--- src/hdl/srsw_pkg.sv ---
`default_nettype none

package srsw_pkg;

  localparam int SEQ_SPACE    = 8;
  localparam int SEQ_W        = $clog2(SEQ_SPACE);
  localparam int PAYLOAD_BITS = 32;
  localparam int WIN_W        = 3;
  localparam logic [WIN_W-1:0] WIN_RESET = WIN_W'(4);

  typedef logic [SEQ_W-1:0]        seq_t;
  typedef logic [SEQ_SPACE-1:0]    seq_mask_t;
  typedef logic [PAYLOAD_BITS-1:0] payload_t;
  typedef logic [WIN_W-1:0]        win_t;

  typedef enum logic [1:0] {
    KIND_SEND    = 2'd0,
    KIND_ACK     = 2'd1,
    KIND_TIMEOUT = 2'd2
  } kind_t;

  // Outcome of one event, handed from the window control to the result register
  typedef struct packed {
    logic accepted;
    logic tx_valid;
    logic resend;
    seq_t tx_seq;
    logic t_start;
    logic t_stop;
    seq_t t_seq;
    logic window_full;
    seq_t base;
    seq_t next;
  } step_res_t;

endpackage

`default_nettype wire

--- src/hdl/srsw_ifs.sv ---
`default_nettype none

interface srsw_in_if;
  logic                  valid;
  logic                  ready;
  logic [1:0]            kind;
  srsw_pkg::payload_t    payload;
  srsw_pkg::seq_t        ack_seq;
  logic                  ack_check_ok;
  srsw_pkg::seq_t        timeout_seq;

  modport source (output valid, kind, payload, ack_seq, ack_check_ok, timeout_seq,
                  input ready);
  modport sink   (input valid, kind, payload, ack_seq, ack_check_ok, timeout_seq,
                  output ready);
endinterface

interface srsw_out_if;
  logic                  valid;
  logic                  ready;
  logic                  send_accepted;
  logic                  tx_valid;
  srsw_pkg::seq_t        tx_seq;
  srsw_pkg::payload_t    tx_payload;
  logic                  timer_start;
  logic                  timer_stop;
  srsw_pkg::seq_t        timer_seq;
  logic                  window_full;
  srsw_pkg::seq_t        base_seq;
  srsw_pkg::seq_t        next_seq;

  modport source (output valid, send_accepted, tx_valid, tx_seq, tx_payload, timer_start,
                  timer_stop, timer_seq, window_full, base_seq, next_seq,
                  input ready);
  modport sink   (input valid, send_accepted, tx_valid, tx_seq, tx_payload, timer_start,
                  timer_stop, timer_seq, window_full, base_seq, next_seq,
                  output ready);
endinterface

`default_nettype wire

--- src/hdl/srsw_ctrl.sv ---
`default_nettype none

module srsw_ctrl (
  input  wire logic                clk,
  input  wire logic                rst_n,
  input  wire logic                cfg_wr_en,
  input  wire srsw_pkg::win_t      cfg_wr_data,
  input  wire logic                step_en,
  input  wire logic [1:0]          kind,
  input  wire srsw_pkg::seq_t      ack_seq,
  input  wire logic                ack_check_ok,
  input  wire srsw_pkg::seq_t      timeout_seq,
  output srsw_pkg::step_res_t      res
);

  srsw_pkg::win_t      win_r;
  srsw_pkg::seq_t      base_r, base_nxt;
  srsw_pkg::seq_t      next_r, next_nxt;
  srsw_pkg::seq_mask_t mask_r, mask_nxt;

  srsw_pkg::seq_mask_t                 mask_clr;
  logic [2*srsw_pkg::SEQ_SPACE-1:0]    rot_wide;
  srsw_pkg::seq_mask_t                 rot;
  srsw_pkg::seq_t                      scan_base;
  logic                                full_pre;

  always_comb begin
    mask_clr          = mask_r;
    mask_clr[ack_seq] = 1'b0;
    // rotate so that bit 0 is the base, then take the nearest set bit after it
    rot_wide  = {mask_clr, mask_clr} >> base_r;
    rot       = rot_wide[srsw_pkg::SEQ_SPACE-1:0];
    scan_base = base_r + srsw_pkg::seq_t'(1);
    for (int i = srsw_pkg::SEQ_SPACE - 1; i >= 1; i--) begin
      if (rot[i]) begin
        scan_base = base_r + srsw_pkg::seq_t'(i);
      end
    end
  end

  always_comb begin
    base_nxt = base_r;
    next_nxt = next_r;
    mask_nxt = mask_r;
    res      = '0;
    full_pre = srsw_pkg::win_t'(next_r - base_r) >= win_r;
    unique case (kind)
      srsw_pkg::KIND_SEND: begin
        if (!full_pre && !mask_r[next_r]) begin
          if (mask_r == '0) begin
            base_nxt = next_r;
          end
          mask_nxt[next_r] = 1'b1;
          res.accepted     = 1'b1;
          res.tx_valid     = 1'b1;
          res.tx_seq       = next_r;
          res.t_start      = 1'b1;
          res.t_seq        = next_r;
          next_nxt         = next_r + srsw_pkg::seq_t'(1);
        end
      end
      srsw_pkg::KIND_ACK: begin
        if (ack_check_ok && mask_r[ack_seq]) begin
          mask_nxt = mask_clr;
          if (ack_seq == base_r) begin
            base_nxt = scan_base;
          end
          res.t_stop = 1'b1;
          res.t_seq  = ack_seq;
        end
      end
      srsw_pkg::KIND_TIMEOUT: begin
        res.t_stop = 1'b1;
        res.t_seq  = timeout_seq;
        if (mask_r[timeout_seq]) begin
          res.t_start  = 1'b1;
          res.tx_valid = 1'b1;
          res.resend   = 1'b1;
          res.tx_seq   = timeout_seq;
        end
      end
      default: begin
      end
    endcase
    res.window_full = srsw_pkg::win_t'(next_nxt - base_nxt) >= win_r;
    res.base        = base_nxt;
    res.next        = next_nxt;
  end

  always_ff @(posedge clk) begin
    if (!rst_n) begin
      win_r  <= srsw_pkg::WIN_RESET;
      base_r <= '0;
      next_r <= '0;
      mask_r <= '0;
    end else begin
      if (cfg_wr_en) begin
        win_r <= cfg_wr_data;
      end
      if (step_en) begin
        base_r <= base_nxt;
        next_r <= next_nxt;
        mask_r <= mask_nxt;
      end
    end
  end

endmodule

`default_nettype wire

--- src/hdl/selective_repeat_sender_window_unit.sv ---
// Each event's result is loaded into the output register on its input transfer.
// Throughput: one event per cycle; the input stays open whenever the output register
// is empty or being drained in the same cycle.
// Reset: window size returns to 4, base, next number and outstanding set clear, output
// register empties. The resend store is not cleared; only entries written are read.
`default_nettype none

module selective_repeat_sender_window_unit (
  input  wire logic           clk,
  input  wire logic           rst_n,
  input  wire logic           cfg_wr_en,
  input  wire srsw_pkg::win_t cfg_wr_data,
  srsw_in_if.sink             in_chan,
  srsw_out_if.source          out_chan
);

  logic                  step_en;
  srsw_pkg::step_res_t   res;
  srsw_pkg::step_res_t   res_r;
  srsw_pkg::payload_t    tx_payload_r;
  logic                  out_valid_r;

  srsw_pkg::payload_t    resend_mem [srsw_pkg::SEQ_SPACE];

  assign in_chan.ready = !out_valid_r || out_chan.ready;
  assign step_en       = in_chan.valid && in_chan.ready;

  srsw_ctrl u_ctrl (
    .clk          (clk),
    .rst_n        (rst_n),
    .cfg_wr_en    (cfg_wr_en),
    .cfg_wr_data  (cfg_wr_data),
    .step_en      (step_en),
    .kind         (in_chan.kind),
    .ack_seq      (in_chan.ack_seq),
    .ack_check_ok (in_chan.ack_check_ok),
    .timeout_seq  (in_chan.timeout_seq),
    .res          (res)
  );

  // store the payload of an accepted send; load the result register on each transfer
  always_ff @(posedge clk) begin
    if (step_en) begin
      if (res.accepted) begin
        resend_mem[res.tx_seq] <= in_chan.payload;
      end
      res_r <= res;
      if (res.resend) begin
        tx_payload_r <= resend_mem[in_chan.timeout_seq];
      end else if (res.accepted) begin
        tx_payload_r <= in_chan.payload;
      end else begin
        tx_payload_r <= '0;
      end
    end
  end

  always_ff @(posedge clk) begin
    if (!rst_n) begin
      out_valid_r <= 1'b0;
    end else if (step_en) begin
      out_valid_r <= 1'b1;
    end else if (out_chan.ready) begin
      out_valid_r <= 1'b0;
    end
  end

  assign out_chan.valid         = out_valid_r;
  assign out_chan.send_accepted = res_r.accepted;
  assign out_chan.tx_valid      = res_r.tx_valid;
  assign out_chan.tx_seq        = res_r.tx_seq;
  assign out_chan.tx_payload    = tx_payload_r;
  assign out_chan.timer_start   = res_r.t_start;
  assign out_chan.timer_stop    = res_r.t_stop;
  assign out_chan.timer_seq     = res_r.t_seq;
  assign out_chan.window_full   = res_r.window_full;
  assign out_chan.base_seq      = res_r.base;
  assign out_chan.next_seq      = res_r.next;

endmodule

`default_nettype wire
--- src/flat_wrapper.sv ---
// flat-port wrapper written by rule: the top's interface ports become plain ports
module selective_repeat_sender_window_unit_flat 
  (clk, rst_n, cfg_wr_en, cfg_wr_data, in_chan_valid, in_chan_kind, in_chan_payload, in_chan_ack_seq, in_chan_ack_check_ok, in_chan_timeout_seq, in_chan_ready, out_chan_valid, out_chan_send_accepted, out_chan_tx_valid, out_chan_tx_seq, out_chan_tx_payload, out_chan_timer_start, out_chan_timer_stop, out_chan_timer_seq, out_chan_window_full, out_chan_base_seq, out_chan_next_seq, out_chan_ready);
  srsw_in_if in_chan_i ();
  srsw_out_if out_chan_i ();
  input  wire logic clk;
  input  wire logic rst_n;
  input  wire logic cfg_wr_en;
  input  wire srsw_pkg::win_t cfg_wr_data;
  input wire logic [$bits(in_chan_i.valid)-1:0] in_chan_valid;
  input wire logic [$bits(in_chan_i.kind)-1:0] in_chan_kind;
  input wire logic [$bits(in_chan_i.payload)-1:0] in_chan_payload;
  input wire logic [$bits(in_chan_i.ack_seq)-1:0] in_chan_ack_seq;
  input wire logic [$bits(in_chan_i.ack_check_ok)-1:0] in_chan_ack_check_ok;
  input wire logic [$bits(in_chan_i.timeout_seq)-1:0] in_chan_timeout_seq;
  output wire logic [$bits(in_chan_i.ready)-1:0] in_chan_ready;
  output wire logic [$bits(out_chan_i.valid)-1:0] out_chan_valid;
  output wire logic [$bits(out_chan_i.send_accepted)-1:0] out_chan_send_accepted;
  output wire logic [$bits(out_chan_i.tx_valid)-1:0] out_chan_tx_valid;
  output wire logic [$bits(out_chan_i.tx_seq)-1:0] out_chan_tx_seq;
  output wire logic [$bits(out_chan_i.tx_payload)-1:0] out_chan_tx_payload;
  output wire logic [$bits(out_chan_i.timer_start)-1:0] out_chan_timer_start;
  output wire logic [$bits(out_chan_i.timer_stop)-1:0] out_chan_timer_stop;
  output wire logic [$bits(out_chan_i.timer_seq)-1:0] out_chan_timer_seq;
  output wire logic [$bits(out_chan_i.window_full)-1:0] out_chan_window_full;
  output wire logic [$bits(out_chan_i.base_seq)-1:0] out_chan_base_seq;
  output wire logic [$bits(out_chan_i.next_seq)-1:0] out_chan_next_seq;
  input wire logic [$bits(out_chan_i.ready)-1:0] out_chan_ready;
  assign in_chan_i.valid = in_chan_valid;
  assign in_chan_i.kind = in_chan_kind;
  assign in_chan_i.payload = in_chan_payload;
  assign in_chan_i.ack_seq = in_chan_ack_seq;
  assign in_chan_i.ack_check_ok = in_chan_ack_check_ok;
  assign in_chan_i.timeout_seq = in_chan_timeout_seq;
  assign in_chan_ready = in_chan_i.ready;
  assign out_chan_valid = out_chan_i.valid;
  assign out_chan_send_accepted = out_chan_i.send_accepted;
  assign out_chan_tx_valid = out_chan_i.tx_valid;
  assign out_chan_tx_seq = out_chan_i.tx_seq;
  assign out_chan_tx_payload = out_chan_i.tx_payload;
  assign out_chan_timer_start = out_chan_i.timer_start;
  assign out_chan_timer_stop = out_chan_i.timer_stop;
  assign out_chan_timer_seq = out_chan_i.timer_seq;
  assign out_chan_window_full = out_chan_i.window_full;
  assign out_chan_base_seq = out_chan_i.base_seq;
  assign out_chan_next_seq = out_chan_i.next_seq;
  assign out_chan_i.ready = out_chan_ready;
  selective_repeat_sender_window_unit u_core (.clk(clk), .rst_n(rst_n), .cfg_wr_en(cfg_wr_en), .cfg_wr_data(cfg_wr_data), .in_chan(in_chan_i), .out_chan(out_chan_i));
endmodule
--- config.mk ---
export PLATFORM = sky130hd
export DESIGN_NAME = selective_repeat_sender_window_unit_flat
export DESIGN_NICKNAME = d
export VERILOG_FILES = /design/src/hdl/srsw_pkg.sv /design/src/hdl/srsw_ifs.sv /design/src/hdl/srsw_ctrl.sv /design/src/hdl/selective_repeat_sender_window_unit.sv /design/src/flat_wrapper.sv
export SDC_FILE = /design/constraint.sdc
export NUM_CORES = 1
export LEC_CHECK = 0
export BUFFER_PORTS_ARGS = -buffer_cell sky130_fd_sc_hd__buf_2
export CAP_MARGIN = 10
export CORE_ASPECT_RATIO = 0.9
export CORE_MARGIN = 3
export CORE_UTILIZATION = 33
export DETAILED_ROUTE_END_ITERATION = 6
export PLACE_DENSITY = 0.56
export SYNTH_ARGS = -nofsm -noshare
export SYNTH_HDL_FRONTEND = slang
export SYNTH_SLANG_ARGS = --single-unit
export TNS_END_PERCENT = 30
--- constraint.sdc ---
create_clock -name clk -period 6.9 [get_ports clk]
set_input_delay 0.69 -clock clk [delete_from_list [all_inputs] [get_ports clk]]
set_output_delay 0.69 -clock clk [all_outputs]
set_load 0.01 [all_outputs]
==> summary by stage, run 1 <==
Worst setup path
For the worst setup path, the data required time is 7050 ps. The launch point of the worst path is u_core.u_ctrl.base_r[0]$_SDFFE_PN0P_. The sort of element at the start of the critical path is a register. The peak fanout along the critical path is 32. The kind of end point of the critical path is a register. The critical path class is register to register.

The worst register-to-register path begins at u_core.u_ctrl.base_r[0]$_SDFFE_PN0P_. At the worst endpoint, the arrival time is 5410 ps.

GRT
The via count of the first global-routing pass was 7798. The first global-routing pass estimated 48.8 mm of wire. The number of antenna violations at the first check in global routing is 2. The total global routing overflow is 0.

The total track usage is 14.3%. Entering global routing, the biggest net connects 66 pins.

Detailed routing
After the first detailed-routing iteration, the DRC count stood at 724. The total wire length after detailed routing is 31.4 mm. The wire length per cell after detailed routing is 21.2 um. The first detailed-routing pass took 5 iterations. For this run, design rule violations remaining after detail routing come to 0. After detailed routing, the number of vias per cell comes to 5.16. The total vias in the final route is 7631. The final antenna-violating net count is 0.

Clocking
In this run the deepest clock path goes through 3 buffers. The clock latency reported for the late side of the worst-skew pair is 550 ps. The buffer count from post-CTS setup fixing is 0.

The number of gates resized after CTS was 0. In this run the clock root is driven by a clkbuf_16. The clock-pin slew on the worst setup and hold paths is 60 ps. The number of H-tree levels is 2.

TritonCTS created 36 clock buffers. The TritonCTS clock tree is yes. The total number of clock tree sinks is 322. The total of hold buffers inserted after clock tree synthesis is 0.

Yosys
Counting flops and latches in the post-synthesis netlist gives 322. The share of the yosys chip area belonging to registers is 68.8%. The netlist area before placement is 13800 um2. Each instance of the synthesized netlist takes up on average 17.0 um2. In this run, synthesis inferred 304 flip-flops with an integrated enable.

The dominant cell type by area after synthesis is edfxtp_1. The number of warnings printed during yosys synthesis is 0. The number of nets handed over by synthesis was 877. The primary flip-flop cell chosen by synthesis mapping is edfxtp_1.

The gate count of the mapped netlist is 810. The fraction of post-synthesis cell area in the top cell type by area is 66.2%. Counting distinct cell types in the post-synthesis netlist gives 66. The fraction of registers with async set or reset after synthesis is 0%. Ranked by total cell area, the synthesized netlist is headed by edfxtp_1 66%, mux4_2 11%, mux2i_1 3.1%, dfxtp_1 2.6%, o21ai_0 1.6%.

Layout
Leaving out fill and tap cells, the most frequent cells in the layout are 304 x edfxtp_1, 98 x buf_2, 69 x mux4_2, 45 x o21ai_0, 43 x mux2i_1. The most common library cell in the layout ignoring fill and taps is edfxtp_1. The post-route netlist has 27.6% of its cells at a drive strength greater than 1. The final net count is 980. The non-filler instance count after layout is 1479. The number of diodes added for antenna fixing is 0. The area growth from synthesis to layout is 16.6%.

Run
The number of max-cap violations is 0.

Die
The initial utilization of the core area, before any placement, comes to 33.7%. The floorplan step set the die width to 221 um. The die area is 44300 um2. The boundary pin count is 100. The floorplan has 70 rows. From bottom edge to top edge, the die measures 200 um. The area of the core region is 40900 um2.

Timing
The achievable clock frequency is 0.190 GHz. The final worst setup slack is 1640 ps. Setup repair after global routing left no endpoint under its margin.

The total negative slack for setup checks is 0 ps. The normalized max-slew margin is 30.2%. The count of final max-slew check failures is 0. The slew at the pin closest to its max-slew limit is 1040 ps. The clock period minus final worst setup slack is 5260 ps.

The post-route clock period utilization is 76.2%. Between clock sinks in the finished design, the worst skew comes to 24.0 ps. The count of final hold-check violations is 0. The final setup violation count is 0.

Outcome
The run finished with clean final reports.

Placement
The total placed cells including tap cells is 1415. The number of buffer cells added on primary ports is 99. The global placement routability congestion is 0.773.

The HPWL reported at the end of detailed placement is 18.7 mm. The worst setup slack before clock tree synthesis is 1590 ps.

Min path
The type of the worst min-delay path is primary input to register. The startpoint identified for the worst hold timing path is cfg_wr_data[2].

Power
The largest voltage drop on the vdd net is 0.000191 V. The static leakage is 0.00547 uW. Dividing total power by cell area gives a power density of 269 nW/um2.
## kinds of logic after synthesis
family,share of synthesized area [%]
muxes,15.0
adders and majority gates,1.74
and+or+nand+nor,5.57
xor gates and xnor gates,0.635
DFF,68.8
AOI/OAI and AO/OA,5.93
buffers and inverters,2.32
## power breakdown
group / internal [uW] / switching [uW] / leakage, uW
clock: 1090 / 786 / 0.000560
combinational: 109 / 161 / 0.00198
sequential: 2170 / 14.2 / 0.00293
## Yosys cell counts (5+ instances only)
master      n
ha_1       16
xnor2_1     5
and3_1      6
a21oi_1     9
nand3b_1    5
nor2_1     19
a21boi_0   11
nor3_1      5
nor3b_1     8
clkbuf_1   32
mux2_2      6
edfxtp_1  304
nor2b_1     6
buf_1      11
inv_1      21
o21ai_0    45
nand3_1    39
nand2_1    30
dfxtp_1    18
nand2b_1   11
mux2i_1    43
o22ai_1     6
xor2_1      5
mux4_2     69
o22a_1      5
## per-stage QoR
step | hold WS [ps] | instance area [um2] | util, % | power, uW
after floorplan | 483 | 13800 | - | 2390
after global placement | 509 | 14900 | 36.5 | 2500
after detailed placement | 521 | 14900 | 36.5 | 2500
after CTS | 349 | 16100 | 39.3 | 4390
after global routing | 396 | 16100 | 39.3 | 4510
final | 368 | 16100 | 39.3 | 4330
## layer usage
metal / global-route usage (%) / share of wire (%) / wire length [um]
met5: 0 / 0.070 / 22
met4: 3.72 / 2.0 / 621
met3: 2.76 / 5.2 / 1640
met2: 23.2 / 48 / 14900
met1: 19.9 / 45 / 14200
## path summary, 6_finish.rpt
path	end	slack (ps)	cells after the start
max	u_core.resend_mem[4][22]$_DFFE_PP_	1640	14
min reg2reg	u_core.out_chan.valid$_SDFFE_PN0P_	530	2
max reg2reg	u_core.resend_mem[4][22]$_DFFE_PP_	1640	14
min	u_core.u_ctrl.win_r[2]$_SDFFE_PN1P_	370	3
## critical path, stage by stage (launching register included)
cell and delay, ps:
dfxtp_1 770, ha_1 250, inv_1 60, fa_1 430
xor2_1 160, xnor2_1 130, ha_1 290, a221o_1 320
a21oi_1 280, nand2_1 210, inv_1 220, buf_4 320
a32o_1 370, nand2_1 200, nor2_4 840
## sequential cells by signal (all words and copies together), names as in the netlist
register,flops
u_core.u_ctrl.base_r,3
u_core.out_chan.tx_payload,32
u_core.out_chan.next_seq,3
u_core.u_ctrl.mask_r,8
u_core.out_chan.timer_start,1
u_core.u_ctrl.win_r,3
u_core.out_chan.send_accepted,1
u_core.out_chan.timer_seq,3
u_core.resend_mem,256
u_core.out_chan.tx_seq,3
u_core.out_chan.timer_stop,1
u_core.out_chan.window_full,1
u_core.out_chan.base_seq,3
u_core.u_ctrl.next_r,3
u_core.out_chan.valid,1
## final cells by class
class,instances,area (um2)
fillers,3729,24800
clock inverters,21,238
well taps,540,676
clock buffers,43,927
flip-flops and latches,322,9490
repair buffers,117,633
multi-input cells,412,4030
inverters,24,90.1
Power figures use the tool's default switching activity.
==> inputs of run 2 (changes only) <==
Clock period 6.9 ns to 5.2 ns, I/O delays scaled along.
==> summary by stage, run 2 (synthesized netlist as in run 1, its figures left out) <==
Detailed routing
The final antenna-violating net count is 0 (unchanged). The detail-routed via count per cell is 5.22 (was 5.16). The wire length per cell after detailed routing is 21.7 um (was 21.2 um). The length of the first detailed-routing pass in iterations is 6 (was 5).

The total vias in the final route is 7763 (was 7631). The violation count after the first detailed-route iteration is 693 (was 724). The number of remaining DRC errors is 0 (unchanged). The total wire length after detailed routing is 32.3 mm (was 31.4 mm).

Power
The largest voltage drop on the vdd net was 0.000210 V (was 0.000191 V). The ratio of total power to cell area is 351 nW/um2 (was 269 nW/um2). The static leakage is 0.00554 uW (was 0.00547 uW).

Worst setup path
The register-to-register setup slack is 690 ps (was 1640 ps). The worst setup path endpoint is u_core.out_chan.window_full$_DFFE_PP_ (was u_core.resend_mem[4][22]$_DFFE_PP_). The peak fanout along the critical path is 4 (was 32). The critical path class is register to register (unchanged). The signal arrival time at the worst endpoint is 4790 ps (was 5410 ps). The kind of end point of the critical path is a register (unchanged). The endpoint of the most critical register-to-register path is u_core.out_chan.window_full$_DFFE_PP_ (was u_core.resend_mem[4][22]$_DFFE_PP_). The sort of element at the start of the critical path was a register (unchanged). The start of the worst register-to-register path is u_core.u_ctrl.next_r[0]$_SDFFE_PN0P_ (was u_core.u_ctrl.base_r[0]$_SDFFE_PN0P_). The launch point of the worst path is u_core.u_ctrl.next_r[0]$_SDFFE_PN0P_ (was u_core.u_ctrl.base_r[0]$_SDFFE_PN0P_). The required time at the worst-slack endpoint is 5480 ps (was 7050 ps).

The path depth of the worst reg2reg path was 19 (was 14).

GRT
The total global routing overflow was 0 (unchanged). The total track usage is 14.5% (was 14.3%). The number of antenna violations at the first check in global routing came to 2 (unchanged). The via count of the first global-routing pass is 7952 (was 7798). The global-route wire length before repair is 49.0 mm (was 48.8 mm). The pin count of the biggest net entering global routing is 66 (unchanged).

Die
The die outline height is 200 um (unchanged). The area of the core region came to 40900 um2 (unchanged). The effective utilization at floorplan was 33.7% (unchanged). The floorplan die width is 221 um (unchanged). The cell row count came to 70 (unchanged). The die area is 44300 um2 (unchanged). The boundary pin count is 100 (unchanged).

Timing
The achievable clock frequency is 0.222 GHz (was 0.190 GHz). The post-route clock period utilization is 86.7% (was 76.2%). The count of final hold-check violations is 0 (unchanged).

The total negative slack for setup checks is 0 ps (unchanged). The normalized max-slew margin came to 30.7% (was 30.2%). Unrepaired setup endpoints after global routing: false (unchanged).

The final setup violation count is 0 (unchanged). The final worst setup slack is 692 ps (was 1640 ps). The slew at the pin closest to its max-slew limit was 1040 ps (about the same). The clock period minus final worst setup slack was 4510 ps (was 5260 ps). The final worst clock skew is 23.3 ps (was 24.0 ps). The count of final max-slew check failures is 0 (unchanged).

The worst hold slack across all endpoints is 221 ps (was 368 ps).

Layout
The final net count is 989 (was 980). The most common library cell in the layout ignoring fill and taps is edfxtp_1 (unchanged). The non-filler instance count after layout was 1486 (was 1479). The storage element area is 9490 um2 (unchanged).

The layout cell share with drive strength beyond 1 is 28.7% (was 27.6%). Leading cell types in the layout, fill and taps excluded: 304 x edfxtp_1, 98 x buf_2, 69 x mux4_2, 45 x o21ai_0, 43 x mux2i_1 (unchanged). The most flop-heavy register is u_core.resend_mem (unchanged). The flip-flop count of the largest register, all copies and words added is 256 (unchanged).

The area growth from synthesis to layout is 17.1% (was 16.6%). The final design area excluding fillers is 16200 um2 (was 16100 um2). The number of fill cells came to 3709 (was 3729). The area occupied by multi-input gates is 4040 um2 (was 4030 um2).

Run
The number of max-cap violations is 0 (unchanged).

Placement
The post-placement cell area was 15000 um2 (was 14900 um2). The total placed cells including tap cells came to 1424 (was 1415). The global placement routability congestion is 0.852 (was 0.773). The HPWL reported at the end of detailed placement is 19.4 mm (was 18.7 mm). The worst setup slack before clock tree synthesis is 753 ps (was 1590 ps).

The number of buffer cells added on primary ports came to 99 (unchanged).

Clocking
The maximum number of buffers from clock root to sink was 3 (unchanged). The total of hold buffers inserted after clock tree synthesis was 0 (unchanged). The buffer count from post-CTS setup fixing is 0 (unchanged). The number of cells upsized or downsized after cts is 0 (unchanged). The total number of clock tree sinks came to 322 (unchanged).

The number of H-tree levels is 2 (unchanged). The TritonCTS clock tree is yes (unchanged). The root buffer cell is clkbuf_16 (unchanged). The number of buffers created by CTS is 36 (unchanged). The clock latency reported for the late side of the worst-skew pair was 530 ps (was 550 ps). The clock-pin slew on the worst setup and hold paths is 60 ps (about the same).

Min path
The type of the worst min-delay path was primary input to register (unchanged).

Outcome
Outcome: finished clean (unchanged).
[run 2: through the flow]
step / util, % / power [uW]
6_report: 39.5 / 5660
5_1_grt: 39.5 / 5870
4_1_cts: 39.5 / 5740
3_5_place_dp: 36.8 / 3330
3_3_place_gp: 36.8 / 3320
2_1_floorplan: - / 3170
[run 2: cell type report]
type | instances | area share [%]
Antenna cell | 1 | 0.0155
Inverter | 24 | 0.558
Clock buffer | 42 | 5.85
Clock inverter | 19 | 1.05
Multi-Input combinational cell | 412 | 25.0
Tap cell | 540 | 4.18
Timing Repair Buffer | 126 | 4.57
Sequential cell | 322 | 58.8
[run 2: worst min path at each step]
stage / end / cells past startpoint / from
floorplan: u_core.u_ctrl.win_r[1]$_SDFFE_PN0P_ / 2 / u_core.u_ctrl.win_r[1]$_SDFFE_PN0P_
global placement: u_core.u_ctrl.win_r[1]$_SDFFE_PN0P_ / 2 / u_core.u_ctrl.win_r[1]$_SDFFE_PN0P_
detailed placement: u_core.u_ctrl.win_r[1]$_SDFFE_PN0P_ / 2 / u_core.u_ctrl.win_r[1]$_SDFFE_PN0P_
CTS: u_core.u_ctrl.win_r[2]$_SDFFE_PN1P_ / 3 / cfg_wr_data[2]
global route: u_core.u_ctrl.win_r[2]$_SDFFE_PN1P_ / 3 / cfg_wr_data[2]
finish: u_core.u_ctrl.win_r[2]$_SDFFE_PN1P_ / 3 / cfg_wr_data[2]
[run 2: report_power, final]
group	internal (uW)	switching [uW]	total [uW]
sequential	2880	13.9	2890
combinational	148	223	371
clock	1370	1030	2400
[run 2: worst max-delay path: stages, from the launching register on]
cell and delay, ps:
dfxtp_1 310, inv_1 50, ha_1 130, inv_1 50, fa_1 420, xor2_1 160
xnor2_1 130, ha_1 290, a221o_1 320, a21oi_1 260, and3_1 320, mux2i_1 230
o32a_1 200, o21ai_0 120, ha_1 190, inv_1 70, fa_1 410, ha_1 280
a21o_1 160, a21o_1 170
[run 2: metal layers]
metal | share of wire (%) | GRT usage, % | up-vias
met4 | 2.0 | 4.00 | 2
met3 | 5.9 | 2.72 | 51
met1 | 46 | 20.8 | 3973
li1 | - | - | 3482
met5 | 0.062 | 0 | -
met2 | 46 | 22.9 | 255
==> inputs of run 3 (changes only) <==
Settings changed: RECOVER_POWER set to 25.
==> summary by stage, run 3 (synthesized netlist as in run 1, its figures left out) <==
Clocking
The buffer count from post-CTS setup fixing was 0 (unchanged). The number of H-tree levels came to 2 (unchanged). The number of cells upsized or downsized after cts was 0 (unchanged).

The maximum number of buffers from clock root to sink is 3 (unchanged). The total of hold buffers inserted after clock tree synthesis is 0 (unchanged). The total number of clock tree sinks is 322 (unchanged).

The clock-pin slew on the worst setup and hold paths is 60 ps (about the same). The TritonCTS clock tree is yes (unchanged). The root buffer cell is clkbuf_16 (unchanged). The clock latency reported for the late side of the worst-skew pair came to 530 ps (about the same). The number of buffers created by CTS is 36 (unchanged).

Layout
The final design area excluding fillers is 16100 um2 (was 16200 um2). The layout cell share with drive strength beyond 1 is 26.0% (was 28.7%). The most flop-heavy register is u_core.resend_mem (unchanged). The number of fill cells came to 3716 (was 3709). The area growth from synthesis to layout is 16.9% (was 17.1%). The most common library cell in the layout ignoring fill and taps was edfxtp_1 (unchanged).

The final net count came to 989 (unchanged). The flip-flop count of the largest register, all copies and words added is 256 (unchanged). Leading cell types in the layout, fill and taps excluded: 304 x edfxtp_1, 73 x buf_2, 69 x mux4_2, 45 x o21ai_0, 43 x mux2i_1 (was 304 x edfxtp_1, 98 x buf_2, 69 x mux4_2, 45 x o21ai_0, 43 x mux2i_1).

Worst setup path
The endpoint of the most critical register-to-register path was u_core.out_chan.window_full$_DFFE_PP_ (unchanged). The most frequent cell on the critical path is ha_1 (unchanged). The peak fanout along the critical path is 4 (unchanged). The signal arrival time at the worst endpoint was 4790 ps (about the same).

The required time at the worst-slack endpoint is 5480 ps (about the same). The category of cells accounting for the largest share of critical-path delay is adder cells (unchanged). The critical path class is register to register (unchanged). Critical path cell sequence: inv_1 -> ha_1 -> inv_1 -> fa_1 -> xor2_1 -> xnor2_1 -> ha_1 -> a221o_1 -> a21oi_1 -> and3_1 -> mux2i_1 -> o32a_1 -> o21ai_0 -> ha_1 -> inv_1 -> fa_1 -> ha_1 -> a21o_1 -> a21o_1 (unchanged). The register-to-register setup slack is 690 ps (about the same). The sort of element at the start of the critical path is a register (unchanged).

The combined buffer and inverter count along the critical path came to 3 (unchanged). The slowest cell on the critical path is fa_1 (unchanged). The kind of end point of the critical path is a register (unchanged). The start of the worst register-to-register path is u_core.u_ctrl.next_r[0]$_SDFFE_PN0P_ (unchanged).

The delay of the slowest cell on the worst path is 420 ps (about the same). The path depth of the worst reg2reg path came to 19 (unchanged).

Die
The die area is 44300 um2 (unchanged). The die outline height is 200 um (unchanged). The cell row count is 70 (unchanged). The effective utilization at floorplan is 33.7% (unchanged). The area of the core region came to 40900 um2 (unchanged).

The floorplan die width is 221 um (unchanged). The boundary pin count is 100 (unchanged).

Min path
The startpoint of the worst hold path is cfg_wr_data[2] (unchanged). The type of the worst min-delay path is primary input to register (unchanged). The hold-critical path endpoint is u_core.u_ctrl.win_r[2]$_SDFFE_PN1P_ (unchanged). The worst hold path cell count is 3 (unchanged).

GRT
The global-route wire length before repair is 49.0 mm (unchanged). The total track usage is 14.5% (unchanged). The total global routing overflow is 0 (unchanged).

The number of antenna violations at the first check in global routing came to 2 (unchanged). The pin count of the biggest net entering global routing is 66 (unchanged). The via count of the first global-routing pass is 7952 (unchanged).

Detailed routing
The total wire length after detailed routing was 32.4 mm (was 32.3 mm). The length of the first detailed-routing pass in iterations is 5 (was 6). The number of remaining DRC errors is 0 (unchanged).

The wire length per cell after detailed routing is 21.8 um (was 21.7 um). The violation count after the first detailed-route iteration was 770 (was 693). The total vias in the final route is 7760 (was 7763). The final antenna-violating net count was 0 (unchanged). The detail-routed via count per cell came to 5.22 (about the same).

Power
The static leakage came to 0.00547 uW (was 0.00554 uW). The ratio of total power to cell area came to 351 nW/um2 (about the same). The largest voltage drop on the vdd net is 0.000209 V (was 0.000210 V).

Placement
The global placement routability congestion is 0.852 (unchanged). The HPWL reported at the end of detailed placement is 19.4 mm (unchanged). The number of buffer cells added on primary ports is 99 (unchanged).

The post-placement cell area is 15000 um2 (unchanged).

Timing
The count of final max-slew check failures is 0 (unchanged). Unrepaired setup endpoints after global routing: false (unchanged). The post-route clock period utilization is 86.8% (was 86.7%). The achievable clock frequency is 0.221 GHz (was 0.222 GHz). The normalized max-slew margin is 30.2% (was 30.7%). The count of final hold-check violations is 0 (unchanged). The slew at the pin closest to its max-slew limit is 1050 ps (was 1040 ps).

The final setup violation count was 0 (unchanged). The clock period minus final worst setup slack is 4510 ps (about the same). The final worst clock skew came to 24.6 ps (was 23.3 ps). The total negative slack for setup checks is 0 ps (unchanged).

Outcome
Outcome: finished clean (unchanged).

Run
The number of max-cap violations is 0 (unchanged).
==> run 3: cell types whose count changed in the layout (fill, tap and decap cells not counted), sizes merged <==
| cell | delta |
|---|---|
| clkbuf | +25 |
| buf | -25 |
==> run 3: cell type report <==
type	count	area (um2)	share of cell area, %
diodes	1	2.50	0.0155
clock inverters	19	170	1.06
flip-flops and latches	322	9490	58.9
repair buffers	126	707	4.39
multi-input cells	412	4040	25.1
inverters	24	90.1	0.559
clock buffers	42	945	5.86
well taps	540	676	4.19
==> run 3: report_power, final <==
part	switching, uW	leakage (uW)	internal [uW]
logic	223	0.00200	145
clock network	1030	0.000538	1370
registers	13.9	0.00293	2880
==> run 3: stage by stage <==
stage	std cells	utilization [%]	worst slack, ps	power, uW	hold slack, ps
6_report	1486	39.4	685	5660	221
5_1_grt	1486	39.4	394	5870	211
4_1_cts	1485	39.5	713	5740	194
3_5_place_dp	1424	36.8	753	3330	512
3_3_place_gp	1424	36.8	761	3320	506
2_1_floorplan	810	-	-418	3170	483
==> run 3: metal layers <==
layer	track usage, %	part of all wire (%)
met1	20.8	46
met2	22.9	46
met3	2.72	5.7
met4	4.00	1.9
met5	0	0.062
==> run 3: how the worst max path moves through the flow <==
stage	start	end	slack [ps]	cells past startpoint
3_5_place_dp	u_core.u_ctrl.next_r[0]$_SDFFE_PN0P_	u_core.out_chan.window_full$_DFFE_PP_	750	19
2_1_floorplan	u_core.u_ctrl.next_r[0]$_SDFFE_PN0P_	u_core.resend_mem[0][0]$_DFFE_PP_	-420	12
5_1_grt	u_core.u_ctrl.next_r[0]$_SDFFE_PN0P_	u_core.out_chan.window_full$_DFFE_PP_	390	19
3_3_place_gp	u_core.u_ctrl.next_r[0]$_SDFFE_PN0P_	u_core.out_chan.window_full$_DFFE_PP_	760	19
4_1_cts	u_core.u_ctrl.next_r[0]$_SDFFE_PN0P_	u_core.out_chan.window_full$_DFFE_PP_	710	19
6_report	u_core.u_ctrl.next_r[0]$_SDFFE_PN0P_	u_core.out_chan.window_full$_DFFE_PP_	690	19
==> run 3: worst register-to-register path, cell delays in order (launching register included) <==
cell	delay (ps)
dfxtp_1	310
inv_1	50
ha_1	130
inv_1	50
fa_1	420
xor2_1	160
xnor2_1	130
ha_1	290
a221o_1	320
a21oi_1	260
and3_1	320
mux2i_1	230
o32a_1	200
o21ai_0	120
ha_1	190
inv_1	70
fa_1	410
ha_1	280
a21o_1	160
a21o_1	170
